`src/hw/rtl/glob_permission_matcher_unit_assert.svh`:
```
// Assertion macros used by the matcher RTL.
`ifndef GLOB_PERMISSION_MATCHER_UNIT_ASSERT_SVH
`define GLOB_PERMISSION_MATCHER_UNIT_ASSERT_SVH

// The consequent must hold in the same cycle as the antecedent.
`define GPM_ASSERT_SAME(label, clk, rst_n, ante, cons, msg) \
    label: assert property (@(posedge clk) disable iff (!rst_n) (ante) |-> (cons)) \
        else $error(msg);

// The consequent must hold in the cycle after the antecedent.
`define GPM_ASSERT_NEXT(label, clk, rst_n, ante, cons, msg) \
    label: assert property (@(posedge clk) disable iff (!rst_n) (ante) |=> (cons)) \
        else $error(msg);

`endif

```
`src/hw/rtl/gpm_pkg.sv`:
```
package gpm_pkg;

    // Pattern geometry.
    localparam int MAX_PATTERN_BYTES = 32;
    localparam int POS_W             = MAX_PATTERN_BYTES + 1;
    localparam int LEN_W             = $clog2(POS_W);
    localparam int PAT_W             = 8 * MAX_PATTERN_BYTES;
    localparam int CLOSURE_STEPS     = $clog2(POS_W);

    // Register file geometry and field widths.
    localparam int WORD_W     = 64;
    localparam int ADDR_W     = 6;
    localparam int RAW_LEN_W  = 6;
    localparam int TYPE_W     = 4;
    localparam int ACTION_W   = 2;
    localparam int IN_DATA_W  = 16;
    localparam int OUT_DATA_W = 8;

    // Special bytes and codes.
    localparam logic [7:0]          STAR_BYTE   = 8'h2A;
    localparam logic [7:0]          QMARK_BYTE  = 8'h3F;
    localparam logic [TYPE_W-1:0]   ADMIN_TYPE  = 4'hF;
    localparam logic [ACTION_W-1:0] DENY_ACTION = 2'd1;

    typedef enum logic [2:0] {
        REG_WORD0  = 3'd0,
        REG_WORD1  = 3'd1,
        REG_WORD2  = 3'd2,
        REG_WORD3  = 3'd3,
        REG_LENGTH = 3'd4,
        REG_TYPE   = 3'd5,
        REG_ACTION = 3'd6
    } t_reg_idx;

    typedef logic [POS_W-1:0] t_pos;

    localparam t_pos POS_INIT = t_pos'(1);

    typedef struct packed {
        logic [PAT_W-1:0]    pattern;
        logic [LEN_W-1:0]    length;
        logic [TYPE_W-1:0]   rule_type;
        logic [ACTION_W-1:0] rule_action;
    } t_cfg;

    typedef struct packed {
        logic [7:0]        ch;
        logic              has_char;
        logic [TYPE_W-1:0] query_type;
        logic              last;
    } t_item;

    typedef struct packed {
        t_pos              positions;
        logic [TYPE_W-1:0] query_type;
    } t_fin;

    // Bit j is set when position j is reached from position j-1 across a star.
    function automatic t_pos star_prop(logic [PAT_W-1:0] pattern, logic [LEN_W-1:0] length);
        t_pos prop;
        prop = '0;
        for (int i = 0; i < MAX_PATTERN_BYTES; i++) begin
            prop[i+1] = (pattern[8*i +: 8] == STAR_BYTE) && (LEN_W'(i) < length);
        end
        return prop;
    endfunction

    // Star closure as a parallel prefix, in the manner of a carry chain.
    function automatic t_pos star_closure(t_pos set, t_pos prop);
        t_pos a;
        t_pos p;
        a = set;
        p = prop;
        for (int k = 0; k < CLOSURE_STEPS; k++) begin
            a = a | (p & (a << (1 << k)));
            p = p & (p << (1 << k));
        end
        return a;
    endfunction

endpackage

```
`src/hw/rtl/gpm_cfg_regs.sv`:
```
module gpm_cfg_regs (
    input  logic                       i_clk,
    input  logic                       i_rst_n,
    input  logic                       psel,
    input  logic                       penable,
    input  logic                       pwrite,
    input  logic [gpm_pkg::ADDR_W-1:0] paddr,
    input  logic [gpm_pkg::WORD_W-1:0] pwdata,
    output logic [gpm_pkg::WORD_W-1:0] prdata,
    output logic                       pready,
    output gpm_pkg::t_cfg              o_cfg
);
    import gpm_pkg::*;

    logic [PAT_W-1:0]     r_pattern;
    logic [RAW_LEN_W-1:0] r_length;
    logic [TYPE_W-1:0]    r_type;
    logic [ACTION_W-1:0]  r_action;
    t_reg_idx             reg_idx;
    logic                 wr_en;

    assign pready  = 1'b1;
    assign reg_idx = t_reg_idx'(paddr[ADDR_W-1:3]);
    assign wr_en   = psel && penable && pwrite && pready;

    // Register writes; the index with no register is ignored.
    always_ff @(posedge i_clk) begin
        if (!i_rst_n) begin
            r_pattern <= '0;
            r_length  <= '0;
            r_type    <= '0;
            r_action  <= '0;
        end else if (wr_en) begin
            unique case (reg_idx)
                REG_WORD0:  r_pattern[0*WORD_W +: WORD_W] <= pwdata;
                REG_WORD1:  r_pattern[1*WORD_W +: WORD_W] <= pwdata;
                REG_WORD2:  r_pattern[2*WORD_W +: WORD_W] <= pwdata;
                REG_WORD3:  r_pattern[3*WORD_W +: WORD_W] <= pwdata;
                REG_LENGTH: r_length <= pwdata[RAW_LEN_W-1:0];
                REG_TYPE:   r_type   <= pwdata[TYPE_W-1:0];
                REG_ACTION: r_action <= pwdata[ACTION_W-1:0];
                default: ;
            endcase
        end
    end

    // Read-back mux.
    always_comb begin
        unique case (reg_idx)
            REG_WORD0:  prdata = r_pattern[0*WORD_W +: WORD_W];
            REG_WORD1:  prdata = r_pattern[1*WORD_W +: WORD_W];
            REG_WORD2:  prdata = r_pattern[2*WORD_W +: WORD_W];
            REG_WORD3:  prdata = r_pattern[3*WORD_W +: WORD_W];
            REG_LENGTH: prdata = WORD_W'(r_length);
            REG_TYPE:   prdata = WORD_W'(r_type);
            REG_ACTION: prdata = WORD_W'(r_action);
            default:    prdata = '0;
        endcase
    end

    // The length used by the matcher is saturated to the pattern capacity.
    always_comb begin
        o_cfg.pattern     = r_pattern;
        o_cfg.rule_type   = r_type;
        o_cfg.rule_action = r_action;
        if (32'(r_length) > 32'(MAX_PATTERN_BYTES)) begin
            o_cfg.length = LEN_W'(MAX_PATTERN_BYTES);
        end else begin
            o_cfg.length = LEN_W'(r_length);
        end
    end

endmodule

```
`src/hw/rtl/gpm_step.sv`:
```
module gpm_step (
    input  gpm_pkg::t_cfg  i_cfg,
    input  gpm_pkg::t_pos  i_active,
    input  gpm_pkg::t_item i_item,
    output gpm_pkg::t_pos  o_positions
);
    import gpm_pkg::*;

    t_pos cur;
    t_pos stepped;

    // Close the held set over stars, then step each position on one byte: a star keeps its place, a match advances.
    always_comb begin
        logic [7:0] pbyte;
        logic       in_len;
        logic       is_star;
        cur     = star_closure(i_active, star_prop(i_cfg.pattern, i_cfg.length));
        stepped = '0;
        for (int i = 0; i < MAX_PATTERN_BYTES; i++) begin
            pbyte   = i_cfg.pattern[8*i +: 8];
            in_len  = LEN_W'(i) < i_cfg.length;
            is_star = pbyte == STAR_BYTE;
            if (cur[i] && in_len && is_star) begin
                stepped[i] = 1'b1;
            end
            if (cur[i] && in_len && !is_star
                && ((pbyte == QMARK_BYTE) || (pbyte == i_item.ch))) begin
                stepped[i+1] = 1'b1;
            end
        end
    end

    // An item without a byte leaves the set as it is.
    assign o_positions = i_item.has_char ? stepped : i_active;

endmodule

```
`src/hw/rtl/gpm_verdict.sv`:
```
module gpm_verdict (
    input  gpm_pkg::t_cfg i_cfg,
    input  gpm_pkg::t_fin i_fin,
    output logic          o_implied,
    output logic          o_matched
);
    import gpm_pkg::*;

    t_pos closed;

    // The target matched when the end of the pattern is reachable.
    assign closed    = star_closure(i_fin.positions, star_prop(i_cfg.pattern, i_cfg.length));
    assign o_matched = closed[i_cfg.length];

    // A deny rule never implies; otherwise an admin rule always does.
    always_comb begin
        if (i_cfg.rule_action == DENY_ACTION) begin
            o_implied = 1'b0;
        end else if (i_cfg.rule_type == ADMIN_TYPE) begin
            o_implied = 1'b1;
        end else begin
            o_implied = (i_cfg.rule_type == i_fin.query_type) && o_matched;
        end
    end

endmodule

```
`src/hw/rtl/glob_permission_matcher_unit.sv`:
```
// Glob permission matcher: one target byte per item, one result per target.
// Throughput: one item per cycle unless results stall, set by the position-set update loop.
// Pipeline: three register stages; a last item passes the input, final and output
// registers in turn, and its result is valid once it sits in the output register.
// Reset (synchronous, active low) empties the pipeline, returns the position set
// to position zero and clears all configuration registers to zero.
`include "glob_permission_matcher_unit_assert.svh"

module glob_permission_matcher_unit (
    input  logic                           i_clk,
    input  logic                           i_rst_n,
    // APB configuration port
    input  logic                           psel,
    input  logic                           penable,
    input  logic                           pwrite,
    input  logic [gpm_pkg::ADDR_W-1:0]     paddr,
    input  logic [gpm_pkg::WORD_W-1:0]     pwdata,
    output logic [gpm_pkg::WORD_W-1:0]     prdata,
    output logic                           pready,
    // Target stream in
    input  logic                           s_axis_tvalid,
    output logic                           s_axis_tready,
    input  logic [gpm_pkg::IN_DATA_W-1:0]  s_axis_tdata,  // ch[7:0], query_type[11:8], zeros
    input  logic [0:0]                     s_axis_tuser,  // has_char[0]
    input  logic                           s_axis_tlast,
    // Result stream out
    output logic                           m_axis_tvalid,
    input  logic                           m_axis_tready,
    output logic [gpm_pkg::OUT_DATA_W-1:0] m_axis_tdata   // implied[0], target_matched[1], zeros
);
    import gpm_pkg::*;

    t_cfg  cfg;
    t_item r_in;
    logic  r_in_valid;
    t_pos  r_active;
    t_pos  n_positions;
    t_fin  r_fin;
    logic  r_fin_valid;
    logic  r_out_valid;
    logic  r_out_implied;
    logic  r_out_matched;
    logic  fin_implied;
    logic  fin_matched;
    logic  en_in;
    logic  en_fin;
    logic  en_out;

    gpm_cfg_regs u_cfg (
        .i_clk   (i_clk),
        .i_rst_n (i_rst_n),
        .psel    (psel),
        .penable (penable),
        .pwrite  (pwrite),
        .paddr   (paddr),
        .pwdata  (pwdata),
        .prdata  (prdata),
        .pready  (pready),
        .o_cfg   (cfg)
    );

    gpm_step u_step (
        .i_cfg       (cfg),
        .i_active    (r_active),
        .i_item      (r_in),
        .o_positions (n_positions)
    );

    gpm_verdict u_verdict (
        .i_cfg     (cfg),
        .i_fin     (r_fin),
        .o_implied (fin_implied),
        .o_matched (fin_matched)
    );

    // Each stage advances when the stage after it has room.
    assign en_out        = !r_out_valid || m_axis_tready;
    assign en_fin        = !r_fin_valid || en_out;
    assign en_in         = !r_in_valid || en_fin;
    assign s_axis_tready = en_in;

    // Pipeline control and the position set.
    always_ff @(posedge i_clk) begin
        if (!i_rst_n) begin
            r_in_valid  <= 1'b0;
            r_fin_valid <= 1'b0;
            r_out_valid <= 1'b0;
            r_active    <= POS_INIT;
        end else begin
            if (en_in) begin
                r_in_valid <= s_axis_tvalid;
            end
            if (en_fin) begin
                r_fin_valid <= r_in_valid && r_in.last;
            end
            if (en_out) begin
                r_out_valid <= r_fin_valid;
            end
            if (r_in_valid && en_fin) begin
                r_active <= r_in.last ? POS_INIT : n_positions;
            end
        end
    end

    // Payload registers.
    always_ff @(posedge i_clk) begin
        if (en_in && s_axis_tvalid) begin
            r_in.ch         <= s_axis_tdata[7:0];
            r_in.query_type <= s_axis_tdata[8 +: TYPE_W];
            r_in.has_char   <= s_axis_tuser[0];
            r_in.last       <= s_axis_tlast;
        end
        if (en_fin && r_in_valid && r_in.last) begin
            r_fin.positions  <= n_positions;
            r_fin.query_type <= r_in.query_type;
        end
        if (en_out && r_fin_valid) begin
            r_out_implied <= fin_implied;
            r_out_matched <= fin_matched;
        end
    end

    assign m_axis_tvalid = r_out_valid;
    assign m_axis_tdata  = {{(OUT_DATA_W-2){1'b0}}, r_out_matched, r_out_implied};

    // A finished target always leaves a fresh position set behind.
    `GPM_ASSERT_NEXT(a_active_reinit, i_clk, i_rst_n,
        r_in_valid && en_fin && r_in.last, r_active == POS_INIT,
        "position set not reset after last item")
    // A stalled final stage keeps its item.
    `GPM_ASSERT_NEXT(a_fin_hold, i_clk, i_rst_n,
        r_fin_valid && !en_out, r_fin_valid && $stable(r_fin.positions),
        "final stage lost its item under stall")
    // An item that is not last never reaches the final stage.
    `GPM_ASSERT_NEXT(a_fin_only_last, i_clk, i_rst_n,
        r_in_valid && en_fin && !r_in.last, !r_fin_valid,
        "non-last item produced a result")
    // An empty input stage can always take an item.
    `GPM_ASSERT_SAME(a_ready_empty, i_clk, i_rst_n,
        !r_in_valid, s_axis_tready,
        "input stage empty but not ready")

endmodule

```
`config.mk`:
```
export PLATFORM = sky130hd
export DESIGN_NAME = glob_permission_matcher_unit
export DESIGN_NICKNAME = d
export VERILOG_FILES = /design/src/hw/rtl/gpm_pkg.sv /design/src/hw/rtl/gpm_cfg_regs.sv /design/src/hw/rtl/gpm_step.sv /design/src/hw/rtl/gpm_verdict.sv /design/src/hw/rtl/glob_permission_matcher_unit.sv
export VERILOG_INCLUDE_DIRS = /design/src /design/src/hw/rtl
export SDC_FILE = /design/constraint.sdc
export NUM_CORES = 1
export LEC_CHECK = 0
export ABC_AREA = 1
export BUFFER_PORTS_ARGS = -buffer_cell sky130_fd_sc_hd__buf_2
export CAP_MARGIN = 20
export CORE_MARGIN = 2
export CORE_UTILIZATION = 50
export CTS_CLUSTER_DIAMETER = 150
export DETAILED_ROUTE_END_ITERATION = 7
export HOLD_SLACK_MARGIN = 0.12
export PLACE_DENSITY_LB_ADDON = 0.2
export SETUP_SLACK_MARGIN = 0.5
export SKIP_CTS_REPAIR_TIMING = 1
export SYNTH_ARGS = -nofsm -noshare
export SYNTH_HDL_FRONTEND = slang
export SYNTH_SLANG_ARGS = --single-unit
```
`constraint.sdc`:
```
create_clock -name i_clk -period 5 [get_ports i_clk]
set_input_delay 0.25 -clock i_clk [delete_from_list [all_inputs] [get_ports i_clk]]
set_output_delay 0.25 -clock i_clk [all_outputs]
set_load 0.05 [all_outputs]
```
==> flow_summary_export.csv <==
group,metric,value,unit
outcome,status,"finished, final reports clean",
setup_path,cp-end-kind,"flop",
drt,drtPass1Iterations,6,
cells_and_area,multiInputGateArea,0.0130,mm²
hold_path,hold_class,"in -> reg",
cells_and_area,areaGrowthSynthToFinish,14.7,%
drt,vias_per_cell,5.92,
drt,wl,98.7,mm
cells_and_area,drive_gt1_share,9.40,%
yosys,yosysMostFrequentCell,"nand2_1",
clock_tree,clk_pin_slew,60,ps
place,dp_hpwl,71.8,mm
place,io_buffers,155,
global_route,grt_max_degree,198,
clock_tree,clock_sinks,357,
yosys,postSynthCellCount,3646,
setup_path,worstPathMaxFanout,15,
drt,vias,26300,
drt,drt_iter0_markers,2939,
timing,hold_slack,97.7,ps
timing,min_period,4010,ps
global_route,grt_pass1_vias,24000,
clock_tree,cts_htree_levels,2,
floorplan,placementRows,78,
drt,drc,0,
yosys,yosysWarnings,0,
timing,tightest_slew,1250,ps
yosys,synth_area_leaders,"dfxtp_1 26%, nand2_1 13%, o21ai_0 8.3%",
clock_tree,cts_made_buffers,42,
job,drv_cap,0,
clock_tree,cts_tree,"done",
power_and_ir_drop,p_leak,10.4,nW
yosys,yosys-top-cells-count,"806 x nand2_1, 447 x inv_1, 384 x o21ai_0, 381 x nor2_1, 362 x a21oi_1",
timing,slew_headroom,16.3,%
floorplan,initial_core_util,50.9,%
timing,finClkSkew,30.4,ps
timing,rsz0062_at_grt,"no",
yosys,yosys.area.top_type_share,26.3,%
global_route,track_usage,40.3,%
global_route,antenna_found_initial,6,
setup_path,start_kind,"flop",
yosys,yosysTopAreaCell,"dfxtp_1",
place,gp_congestion,1.07,
timing,setup_viol,0,
drt,drt-wirelength-per-cell,22.3,µm
drt,postRouteAntennaNets,0,
yosys,synth_edf_count,53,
clock_tree,clk-insertion-delay-late,590,ps
clock_tree,cts_max_path_buffers,3,
power_and_ir_drop,peakVddDrop,319,µV
global_route,overflow,0,
floorplan,ios,170,
timing,period_share,80.2,%
clock_tree,clock-root-buffer,"clkbuf_16",
power_and_ir_drop,p_per_area,263,mW/mm²
floorplan,fp.dieH,219,µm
timing,finalSetupTns,0,ps
yosys,synth.avg_cell_area,6.35,µm²
yosys,synth-main-ff-cell,"dfxtp_1",
yosys,syn-cell-area,0.0231,mm²
yosys,ys_seq_area_share,33.2,%
yosys,ys_types,59,
floorplan,die_w,219,µm
yosys,async_flop_share,0,%
cells_and_area,nFillCells,4586,
timing,hold_viol,0,
setup_path,path_class,"reg -> reg",
cells_and_area,regArea,0.00768,mm²
cells_and_area,finalNetCount,3896,
floorplan,core,0.0455,mm²
setup_path,cp_data_required_time,5310,ps
timing,slew_viol_final,0,
timing,max_freq,249,MHz
setup_path,cp_data_arrival_time,4320,ps
yosys,ys_ff_latch,357,
global_route,grt_first_pass_wirelength,145,mm
floorplan,dieArea,0.0480,mm²
==> where the power goes <==
group | internal, W | switching [W]
Sequential | 0.00297 | 0.0000638
Clock | 0.00180 | 0.00126
Combinational | 0.000279 | 0.000598
==> through the flow <==
step | total power [W] | worst slack (ps) | instance area [µm²] | cells | utilization, %
floorplan | 0.00358 | 2290 | 23200 | 3651 | -
detailed placement | 0.00389 | 1170 | 24400 | 4277 | 53.6
CTS | 0.00692 | 1160 | 25700 | 4351 | 56.6
global placement | 0.00388 | 1230 | 24400 | 4277 | 53.6
global route | 0.00718 | 768 | 26500 | 4432 | 58.4
finish | 0.00698 | 989 | 26500 | 4432 | 58.4
==> kinds of logic (layout without fill, tap and decap cells) <==
family                    count (synthesis)  after routing  synth area share, %
other                                     2              8               0.0325
AOI/OAI and AO/OA                       923            923                 21.9
DFF                                     357            357                 33.2
and+or+nand+nor                        1606           1606                 29.8
xor gates and xnor gates                114            114                 4.32
buffers and inverters                   644            824                 10.7
==> state kept, by name (all words and copies together) (netlist names) <==
register         cells
u_cfg.r_length       6
r_out_matched        1
u_cfg.r_pattern    256
u_cfg.r_type         4
r_in_valid           1
r_fin_valid          1
r_active            33
r_fin               37
r_out_implied        1
r_in                14
u_cfg.r_action       2
m_axis_tvalid        1
==> path summary, 6_finish.rpt <==
check | from | to | slack, ps | depth (start not counted)
worst max-delay path | u_cfg.r_length[5] | r_fin[31] | 990 | 13
worst min-delay path | i_rst_n | u_cfg.r_pattern[200] | 100 | 3
worst min register to register | r_in[1] | r_fin[0] | 420 | 0
worst max register to register | u_cfg.r_length[5] | r_fin[31] | 990 | 13
==> per-layer routing <==
metal | global-route usage (%) | share of wire, %
met5 | 0 | 0.054
met4 | 25.6 | 7.3
met1 | 52.5 | 40
met3 | 7.75 | 11
met2 | 61.3 | 42
==> layout by cell type (no fill, tap or decap), types with 6 or more instances in the layout <==
cell / n
nor3_1: 31
edfxtp_1: 53
xnor2_1: 84
inv_2: 14
nor2_1: 379
or2_2: 10
nor2_4: 6
o32ai_1: 8
conb_1: 7
nand2_2: 21
o211ai_1: 9
nand3b_1: 9
nor4_1: 29
nand3_1: 179
clkinv_2: 8
xor2_1: 30
clkbuf_8: 11
clkbuf_16: 43
a221oi_1: 8
clkinv_1: 7
nand2_1: 806
buf_2: 154
dfxtp_1: 304
nor2_2: 18
o22ai_1: 54
dlygate4sd3_1: 80
nand4_1: 98
o21bai_1: 7
clkbuf_1: 13
o221ai_1: 14
o21ai_1: 13
a21oi_1: 362
a31oi_1: 8
o21ai_0: 384
buf_4: 47
o2111ai_1: 18
inv_1: 440
==> critical path, stage by stage, from the launching register on <==
cell and delay, ps:
dfxtp_1 700, inv_4 230, o21ai_1 370, nand2_1 280, nand3_1 230, o21ai_1 130
a21oi_1 240, o21ai_1 140, a21oi_1 540, inv_1 190, nand2_1 110, nand4_1 220
a21oi_1 230, a21boi_1 120
==> layout make-up <==
class                           count  area share [%]
Antenna cell                        1         0.00943
Clock buffer                       67            4.81
Clock inverter                      7           0.335
Inverter                          466            6.62
Multi-Input combinational cell   2650            49.0
Sequential cell                   357            28.9
Tap cell                          600            2.83
Timing Repair Buffer              284            7.44
(Power assumes the default switching activity.)
